[src/rtl/odwd_pkg.sv]
// ----------------------------------------------------------------------------
// odwd_pkg
// Shared constants for the ordered deque with delete: action and status
// codes and the default store depth.
// ----------------------------------------------------------------------------
package odwd_pkg;

  // Default number of stored values.
  localparam int DEPTH_DEFAULT = 16;

  // Action codes carried by an input beat.
  localparam logic [1:0] ACT_PUSH_FRONT = 2'd0;
  localparam logic [1:0] ACT_PUSH_BACK  = 2'd1;
  localparam logic [1:0] ACT_REMOVE     = 2'd2;
  localparam logic [1:0] ACT_READ       = 2'd3;

  // Status codes carried by a result beat.
  localparam logic [1:0] ST_OK        = 2'd0;
  localparam logic [1:0] ST_FULL      = 2'd1;
  localparam logic [1:0] ST_NOT_FOUND = 2'd2;
  localparam logic [1:0] ST_EMPTY     = 2'd3;

endpackage

[src/rtl/ordered_deque_with_delete.sv]
// ----------------------------------------------------------------------------
// ordered_deque_with_delete
// Ordered sequence of up to DEPTH signed 32-bit values kept in a circular
// buffer. Supports push front, push back, remove first match and read-out.
// ----------------------------------------------------------------------------
//
//  Channel   Handshake          Payload
//  --------  -----------------  ------------------------
//  input     start / busy       action, value
//  result    valid (one cycle)  element, status, last
//
// Pushes, a remove from an empty store and a read-out of an empty store
// are answered without leaving the idle state, so busy stays low. A remove
// walks the store through one memory read port and one comparator: it
// searches from the front for the first entry equal to the value, then
// moves each entry behind it one place toward the front to close the gap.
// A read-out streams one element per cycle from front to back.
// Reset (rst, synchronous) empties the store; the memory is not cleared.
// The receiver cannot stall: each result beat is valid for one cycle only.
//
module ordered_deque_with_delete
  import odwd_pkg::*;
#(
  parameter int DEPTH = DEPTH_DEFAULT
) (
  input  logic               clk,
  input  logic               rst,
  input  logic               start,
  output logic               busy,
  input  logic [1:0]         action,
  input  logic signed [31:0] value,
  output logic               valid,
  output logic signed [31:0] element,
  output logic [1:0]         status,
  output logic               last
);

  localparam int AW = (DEPTH > 1) ? $clog2(DEPTH) : 1;
  localparam int CW = $clog2(DEPTH + 1);

  // Sequencer states.
  localparam logic [1:0] S_IDLE   = 2'd0;
  localparam logic [1:0] S_SEARCH = 2'd1;
  localparam logic [1:0] S_SHIFT  = 2'd2;
  localparam logic [1:0] S_READ   = 2'd3;

  logic [1:0]         state;
  logic [AW-1:0]      head;
  logic [CW-1:0]      count;
  logic [CW-1:0]      idx;
  logic [CW-1:0]      pidx;
  logic               pend;
  logic [AW-1:0]      last_addr;
  logic [AW-1:0]      dst;
  logic signed [31:0] key;

  logic signed [31:0] mem [0:DEPTH-1];
  logic signed [31:0] rd_data;

  logic [CW-1:0]      lidx;
  logic [CW:0]        sum;
  logic [AW-1:0]      rd_addr;
  logic [AW-1:0]      head_dec;
  logic               full;
  logic               issue;
  logic               match;
  logic               at_end;
  logic               wr_en;
  logic [AW-1:0]      wr_addr;
  logic signed [31:0] wr_data;

  assign busy = (state != S_IDLE);

  // Logical to physical index: one narrow add and a wrap compare.
  assign lidx = (state == S_IDLE) ? count : idx;
  always_comb begin
    sum = (CW+1)'(head) + {1'b0, lidx};
    if (sum >= (CW+1)'(DEPTH)) begin
      sum = sum - (CW+1)'(DEPTH);
    end
  end
  assign rd_addr = sum[AW-1:0];

  assign head_dec = (head == '0) ? AW'(DEPTH - 1) : head - 1'b1;
  assign full     = (count == CW'(DEPTH));
  assign issue    = (idx < count);
  assign match    = pend && (rd_data == key);
  assign at_end   = (CW'(pidx + 1'b1) == count);

  // Memory write port selection.
  always_comb begin
    wr_en   = 1'b0;
    wr_addr = rd_addr;
    wr_data = value;
    case (state)
      S_IDLE: begin
        if (start && !full) begin
          if (action == ACT_PUSH_FRONT) begin
            wr_en   = 1'b1;
            wr_addr = head_dec;
          end else if (action == ACT_PUSH_BACK) begin
            wr_en   = 1'b1;
          end
        end
      end
      S_SHIFT: begin
        wr_en   = pend;
        wr_addr = dst;
        wr_data = rd_data;
      end
      default: begin
        wr_en = 1'b0;
      end
    endcase
  end

  // Store memory with registered read data.
  always_ff @(posedge clk) begin
    if (wr_en) begin
      mem[wr_addr] <= wr_data;
    end
    rd_data <= mem[rd_addr];
  end

  // Sequencer and result register.
  always_ff @(posedge clk) begin
    if (rst) begin
      state <= S_IDLE;
      head  <= '0;
      count <= '0;
      idx   <= '0;
      pidx  <= '0;
      pend  <= 1'b0;
      valid <= 1'b0;
    end else begin
      valid <= 1'b0;
      case (state)
        S_IDLE: begin
          if (start) begin
            element <= '0;
            last    <= 1'b1;
            idx     <= '0;
            pend    <= 1'b0;
            key     <= value;
            case (action)
              ACT_PUSH_FRONT, ACT_PUSH_BACK: begin
                valid <= 1'b1;
                if (full) begin
                  status <= ST_FULL;
                end else begin
                  status <= ST_OK;
                  count  <= count + 1'b1;
                  if (action == ACT_PUSH_FRONT) begin
                    head <= head_dec;
                  end
                end
              end
              ACT_REMOVE: begin
                if (count == '0) begin
                  valid  <= 1'b1;
                  status <= ST_NOT_FOUND;
                end else begin
                  state <= S_SEARCH;
                end
              end
              default: begin
                if (count == '0) begin
                  valid  <= 1'b1;
                  status <= ST_EMPTY;
                end else begin
                  state <= S_READ;
                end
              end
            endcase
          end
        end

        // Walk from the front, comparing each returned entry with the key.
        S_SEARCH: begin
          if (match) begin
            state <= S_SHIFT;
            dst   <= last_addr;
            idx   <= CW'(pidx + 1'b1);
            pend  <= 1'b0;
          end else if (pend && at_end) begin
            state   <= S_IDLE;
            pend    <= 1'b0;
            valid   <= 1'b1;
            element <= '0;
            status  <= ST_NOT_FOUND;
            last    <= 1'b1;
          end else if (issue) begin
            pend      <= 1'b1;
            pidx      <= idx;
            idx       <= idx + 1'b1;
            last_addr <= rd_addr;
          end
        end

        // Move each entry behind the gap one place toward the front.
        S_SHIFT: begin
          if (pend) begin
            dst <= last_addr;
          end
          if (issue) begin
            pend      <= 1'b1;
            pidx      <= idx;
            idx       <= idx + 1'b1;
            last_addr <= rd_addr;
          end else begin
            state   <= S_IDLE;
            pend    <= 1'b0;
            count   <= count - 1'b1;
            valid   <= 1'b1;
            element <= '0;
            status  <= ST_OK;
            last    <= 1'b1;
          end
        end

        // Stream entries front to back, one beat per cycle.
        default: begin
          if (pend) begin
            valid   <= 1'b1;
            element <= rd_data;
            status  <= ST_OK;
            last    <= at_end;
          end
          if (pend && at_end) begin
            state <= S_IDLE;
            pend  <= 1'b0;
          end else if (issue) begin
            pend <= 1'b1;
            pidx <= idx;
            idx  <= idx + 1'b1;
          end else begin
            pend <= 1'b0;
          end
        end
      endcase
    end
  end

endmodule
[config.mk]
export PLATFORM = sky130hd
export DESIGN_NAME = ordered_deque_with_delete
export DESIGN_NICKNAME = d
export VERILOG_FILES = /design/src/rtl/odwd_pkg.sv /design/src/rtl/ordered_deque_with_delete.sv
export SDC_FILE = /design/constraint.sdc
export NUM_CORES = 1
export LEC_CHECK = 0
export BUFFER_PORTS_ARGS = -buffer_cell sky130_fd_sc_hd__buf_4
export CORE_UTILIZATION = 35
export CTS_BUF_LIST = sky130_fd_sc_hd__clkbuf_16
export CTS_CLUSTER_DIAMETER = 40
export CTS_CLUSTER_SIZE = 10
export DETAILED_ROUTE_END_ITERATION = 10
export MAX_ROUTING_LAYER = met4
export SLEW_MARGIN = 40
export SYNTH_ARGS = -nofsm -noshare
export SYNTH_HDL_FRONTEND = slang
export SYNTH_SLANG_ARGS = --single-unit
[constraint.sdc]
create_clock -name clk -period 15.1 [get_ports clk]
set_clock_uncertainty 0.2 [all_clocks]
set_input_delay 1.51 -clock clk [delete_from_list [all_inputs] [get_ports clk]]
set_output_delay 1.51 -clock clk [all_outputs]
set_load 0.05 [all_outputs]
Word-level counts from Yosys, hierarchy flattened
Memories as Yosys holds them, arrays and structs flattened. A register that Yosys moved wholly into a read port is not among the register bits. Cells that the tools add are included.

Memories kept: 1. Register bits: 98. Logic and storage cells: 148. Output and inout bits: 37. RAM bits: 512.

Memories: mem (words 16, bits a word 32, rd ports 1, clocked after Yosys merged registers in 1, write ports 1, RTL line ordered_deque_with_delete.sv:57) `logic signed [31:0] mem [0:DEPTH-1];`.

Bitwise operators: 3. $add $sub $neg: 7. Reduce and logical (&&, ||, !) cells: 23. Equality and inequality tests: 21. $lt $le $gt $ge: 2. Multiplexer cells: 78.

Operators with widths (count): $mux W32 (6); $pmux W32 S3 (1); $mux W5 (12); $mux W4 (9); $eq A32 B32 Y1 (1); $pmux W5 S3 (2); $mux W1 (24); $mux W2 (12); $pmux W4 S2 (3); $ne A2 B2 Y1 const B (10); $add A5 B1 Y5 const B (3); $pmux W2 S3 (2); $reduce_and A4 Y1 (3); $pmux W5 S2 (1); $reduce_and A5 Y1 (2); $pmux W1 S3 (3); $pmux W2 S2 (2); $reduce_and A8 Y1 (1); $sub A4 B1 Y4 const B (2); $add A4 B5 Y6 (1); $ge A6 B5 Y1 const B (1); $reduce_and A6 Y1 (1); $reduce_bool A2 Y1 (3); $eq A5 B5 Y1 (1); other kinds (20) (28).

Longest topological paths before layout
Depth in word-level cells: 9. Mapped depth: 16. Mapped depth without buffers: 12.

Least setup slack after synthesis
OpenSTA, ideal clock, no wires.

Kind: reg-to-reg. Start point: register state[0]. End point: memory mem[0][0] (enable). Buffers on the path: 5. Cell stages (with the launch flop): 17. Data arrival time: 4.934 ns. Path slack: 9.545 ns. Library setup time: 0.421 ns. Period minus slack after synthesis: 5.555 ns. Cell sequence: dfxtp_1 inv_1 ha_1 clkbuf_1 clkbuf_1 mux2_2 ha_1 inv_1 fa_1 clkbuf_1 clkbuf_1 clkbuf_1 nor3_1 a221oi_1 nor2b_1 nand2_1 nor2_1.

Word-level cells in the longest chain between the ends: 8.

RTL lines: from (decl) (RTL line ordered_deque_with_delete.sv:47) `logic [1:0] state;`; from (signal assigned) (RTL line ordered_deque_with_delete.sv:128) `state <= S_IDLE;`; from (signal assigned) (RTL line ordered_deque_with_delete.sv:163) `state <= S_SEARCH;`; from (signal assigned) (RTL line ordered_deque_with_delete.sv:171) `state <= S_READ;`; $logic_not A2 Y1 (RTL line ordered_deque_with_delete.sv:75, ordered_deque_with_delete.sv:95); $mux W5 (RTL line ordered_deque_with_delete.sv:75) `assign lidx = (state == S_IDLE) ? count : idx;`; $add A4 B5 Y6 (RTL line ordered_deque_with_delete.sv:77) `sum = (CW+1)'(head) + {1'b0, lidx};`; $ge A6 B5 Y1 or $sub A4 B1 Y4 (tied branches) (RTL line ordered_deque_with_delete.sv:78, ordered_deque_with_delete.sv:79); $mux W4 (RTL line ordered_deque_with_delete.sv:78) `if (sum >= (CW+1)'(DEPTH)) begin`; $mux W4 (RTL line ordered_deque_with_delete.sv:98) `if (action == ACT_PUSH_FRONT) begin`; $mux W4 (RTL line ordered_deque_with_delete.sv:97) `if (start && !full) begin`; $pmux W4 S2 (RTL line ordered_deque_with_delete.sv:95) `case (state)`; to (decl) (RTL line ordered_deque_with_delete.sv:57).

Parallel ways exist; a longest one is shown, timed or not.

Worst setup path after layout
Start point: register state[0]. End point: memory mem[12][26] (enable).

Same word-level chain as after synthesis.

==> results by stage <==
Synthesis:
- The share of synthesized flip-flops with an asynchronous set or reset is 0.
- In the post-synthesis netlist, the cell with the most instances is sky130_fd_sc_hd__edfxtp_1.
- The total standard cell area after synthesis is around 25000 um2.
- In the synthesized netlist the dominant register cell turns out to be sky130_fd_sc_hd__edfxtp_1.
- Of all cell types, the one taking the most synthesized area is sky130_fd_sc_hd__edfxtp_1.
- Synthesis handed over a netlist of ~1200 instances.
- The sequential element share of the synthesized area is 0.742.
- The Yosys warning count is 0.
- The synthesized design contains a little under 600 enable-type register cells.
- When the netlist entered floorplanning its net count stood at between 1000 and 1500.
- In this run, synthesis produced a sequential element count of approximately 640.
- In this run the mean area of a mapped cell was 20.6 um2.
- By area the synthesized netlist is led by sky130_fd_sc_hd__edfxtp_1, sky130_fd_sc_hd__mux4_2, sky130_fd_sc_hd__dfxtp_1.
- Of the post-synthesis cell area, the dominant cell type holds 0.698.
- By count the netlist is led by sky130_fd_sc_hd__edfxtp_1, sky130_fd_sc_hd__mux4_2, sky130_fd_sc_hd__dfxtp_1.
- In this run, distinct cell masters in the synthesized netlist total ~60.

Route:
- The number of design-rule violations left by the first detailed-router iteration is 1035.
- Once detail routing completed, the nets flagged for antenna violations numbered 0.
- The number of vias after detailed routing is 12400.
- Using the TritonRoute via totals, the vias-per-cell ratio works out to between 5 and 6.
- For this block, the routed nets add up to roughly 59000 um of wire.
- In the routed design, unresolved DRC markers number 0.
- The length of the first detailed-routing pass in iterations is 5.
- The routed wirelength normalized by instance count is roughly 24 um.

Setup path:
- The biggest fanout along the worst timing path is 34.
- For flop-to-flop paths, the worst setup slack is about 9.6 ns.
- In this run the critical register-to-register path is captured at mem[12][26].
- The critical path is of the flip-flop to flip-flop type.
- The startpoint of the most critical register-to-register path is state[0].
- The category of the worst setup path launch point is a flip-flop.
- STA puts the critical path data required time at approximately 15 ns.
- The critical path endpoint category is a flip-flop.
- The length in cells of the worst reg-to-reg path is 12.
- At the worst endpoint, the arrival time is 5.50 ns.

Power:
- The leakage power is roughly 10 nW.
- For this design the total switching power over the nets is 1.85 mW.
- The portion of total power attributed to the clock network is 0.347.
- VDD sags by at most ~0.14 mV.
- The share of total power dissipated in combinational logic is 0.269.
- Dividing total power by cell area gives a power density of 204 nW/um2.
- The sequential fraction of design power is 0.384.
- The cell-internal power is around 4.3 mW.
- The switching part of the total power is 0.299.

Status:
- The flow ran to the end, and the final reports show no timing, DRC or antenna violations.

Clock network:
- The number of H-tree levels is 3.
- The CTS tree is done.
- Post-CTS repair changed the size of 0 cells.
- The library cell used as clock root buffer is sky130_fd_sc_hd__clkbuf_16.
- After clock tree synthesis, the setup repair step added 0 buffers.
- For this design, the CTS-stage hold fixing added 0 buffers.
- The clock-pin transition on the worst setup and hold timing paths is around 0.05 ns.
- The clock latency on the worst-skew pair is approximately 0.65 ns.
- The clock drives ~640 sinks.
- The clock buffer count from CTS is 94.
- The clock passes through at most 3 buffers.

Placement:
- At the end of routability-driven placement, the weighted congestion stood at 0.825.
- During placement, the flow inserted port buffers numbering 73.
- The HPWL after detailed placement is between 30000 and 40000 um.

Timing:
- The tightest slew margin relative to the limit is 0.448.
- The worst-margin pin slew is between 0.8 and 0.9 ns.
- Derived from the worst setup path, the maximum achievable clock frequency is between 150 and 200 MHz.
- The final setup TNS is 0 ns.
- The number of pins exceeding their max-slew limit in the final report is 0.
- Dividing the final minimum period by the clock period gives 0.362.
- The clock period minus final worst setup slack is 5.47 ns.
- The worst hold slack is approximately 0.22 ns.
- The hold violation count in the final report is 0.
- Setup violations remaining at the end of the flow were counted as 0.
- Setup repair after global routing left no endpoint under its margin.

Floorplanning:
- The floorplan step defined a die boundary enclosing around 73000 um2.
- The count of pins on the block boundary is 74.
- The number of placement rows is 98.
- Measured along the y axis, the die boundary spans around 270 um.
- The die is approximately 270 um wide.
- The initial cell density of the core is 0.354.
- The core area is just over 70000 um2.

Run:
- The max-cap violation count is 0.

Final layout:
- The total area of multi-input combinational cells is about 6400 um2.
- For this run, the post-layout net count is roughly 1400.
- Of the cells placed in the final design, the portion with a size suffix greater than 1 is 0.327.
- The sequential cell area in the final layout is ~19000 um2.
- The layout filler cell count is about 6200.
- The area growth from synthesis to layout is 20.1%.

Hold path:
- The number of cells on the worst hold path is 0.
- The hold path startpoint is last_addr[1].
- The capture endpoint of the worst hold path is dst[1].
- The worst min-delay path class is flip-flop to flip-flop.

GRT:
- The number of antenna violations at the first check in global routing was 3.
- The global-route wire length before repair is between 80000 and 90000 um.
- For this run the aggregate overflow at the end of global routing stands at 0.
- The maximum number of pins on one net before global-route repair is 53.
- The via count of the first global-routing pass is between 10000 and 15000.
- The total routing usage reported by global routing is 0.168.
==> state kept, by name, indices dropped and copies added, names as in the netlist <==
name       cells
status         2
valid          1
pidx           5
element       32
last_addr      4
head           4
rd_data       32
count          5
pend           1
last           1
state          2
mem          512
idx            5
dst            4
key           32
==> layer usage <==
metal | up-vias | wire [um] | global-route usage | share of wire
li1 | 5343 | - | - | -
met1 | 6550 | 25700 | 0.226 | 0.44
met2 | 429 | 27700 | 0.255 | 0.47
met3 | 101 | 3770 | 0.0368 | 0.064
met4 | 0 | 1470 | 0.0511 | 0.025
met5 | - | 0 | - | 0
==> layout by cell type, fill, tap and decap left out, types with 9 or more instances in the layout <==
cell / n
sky130_fd_sc_hd__nor2_1: 32
sky130_fd_sc_hd__a21oi_1: 21
sky130_fd_sc_hd__clkinvlp_4: 9
sky130_fd_sc_hd__dfxtp_1: 55
sky130_fd_sc_hd__edfxtp_1: 587
sky130_fd_sc_hd__inv_6: 9
sky130_fd_sc_hd__xor2_1: 23
sky130_fd_sc_hd__buf_4: 97
sky130_fd_sc_hd__clkbuf_16: 94
sky130_fd_sc_hd__and2_1: 34
sky130_fd_sc_hd__inv_1: 50
sky130_fd_sc_hd__clkinv_2: 10
sky130_fd_sc_hd__bufinv_16: 12
sky130_fd_sc_hd__mux4_2: 160
sky130_fd_sc_hd__nor2_4: 17
sky130_fd_sc_hd__nand2_1: 31
sky130_fd_sc_hd__ha_1: 15
sky130_fd_sc_hd__mux2_2: 36
sky130_fd_sc_hd__xnor2_1: 23
==> power by group through the flow <==
stage               clock network (mW)  logic, mW  registers [mW]
floorplan                            0       1.08            2.48
global placement                     0       1.65            2.41
detailed placement                   0       1.68            2.41
CTS                               2.18       1.69            2.38
global route                      2.25       1.78            2.40
finish                            2.14       1.66            2.37
==> kinds of logic (layout without fill, tap and decap cells) <==
kind of cell / Yosys count / count (layout) / synth area share
XOR/XNOR: 50 / 50 / 0.0187
multiplexers: 202 / 202 / 0.161
AO/OA/AOI/OAI: 81 / 81 / 0.0241
other: 0 / 1 / 0
flip-flops: 642 / 642 / 0.742
AND/OR/NAND/NOR: 154 / 154 / 0.0314
buffers and inverters: 78 / 299 / 0.0120
adder cells (fa/ha/maj): 20 / 20 / 0.0105
==> layout make-up <==
class	instances	area share
clock inverters	82	0.0265
well taps	950	0.0392
clock buffers	94	0.0776
diodes	1	0.0000825
multi-input cells	507	0.210
inverters	22	0.00272
flip-flops and latches	642	0.618
repair buffers	101	0.0259
==> critical path: stages (launching register included) <==
cell,delay [ns]
sky130_fd_sc_hd__dfxtp_1,0.35
sky130_fd_sc_hd__inv_1,0.15
sky130_fd_sc_hd__ha_2,0.51
sky130_fd_sc_hd__mux2_2,0.28
sky130_fd_sc_hd__ha_4,0.13
sky130_fd_sc_hd__inv_1,0.06
sky130_fd_sc_hd__fa_4,1.19
sky130_fd_sc_hd__mux2i_1,0.17
sky130_fd_sc_hd__a221oi_1,0.41
sky130_fd_sc_hd__nor2b_1,0.23
sky130_fd_sc_hd__nand2_1,0.26
sky130_fd_sc_hd__nor2_4,0.59
sky130_fd_sc_hd__buf_4,0.53
==> how the worst max path moves through the flow <==
stage | startpoint | endpoint | slack [ns] | cells past startpoint
2_1_floorplan | state[0] | mem[0][0] | 9.54 | 16
3_3_place_gp | state[0] | rd_data[10] | 9.27 | 8
3_5_place_dp | state[0] | mem[12][31] | 9.33 | 12
4_1_cts | state[0] | mem[12][26] | 9.27 | 12
5_1_grt | state[0] | mem[3][3] | 9.37 | 14
6_report | state[0] | mem[12][26] | 9.63 | 12
==> stage by stage <==
step / setup slack, ns / util / cell area [um2] / cells / total power [mW]
floorplan: 9.54 / - / 25200 / 1227 / 3.56
global route: 9.37 / 0.425 / 30300 / 2399 / 6.42
detailed placement: 9.33 / 0.380 / 27100 / 2221 / 4.09
global placement: 9.27 / 0.380 / 27100 / 2221 / 4.06
finish: 9.63 / 0.425 / 30300 / 2399 / 6.17
CTS: 9.27 / 0.425 / 30300 / 2397 / 6.24
(Power assumes the default switching activity.)
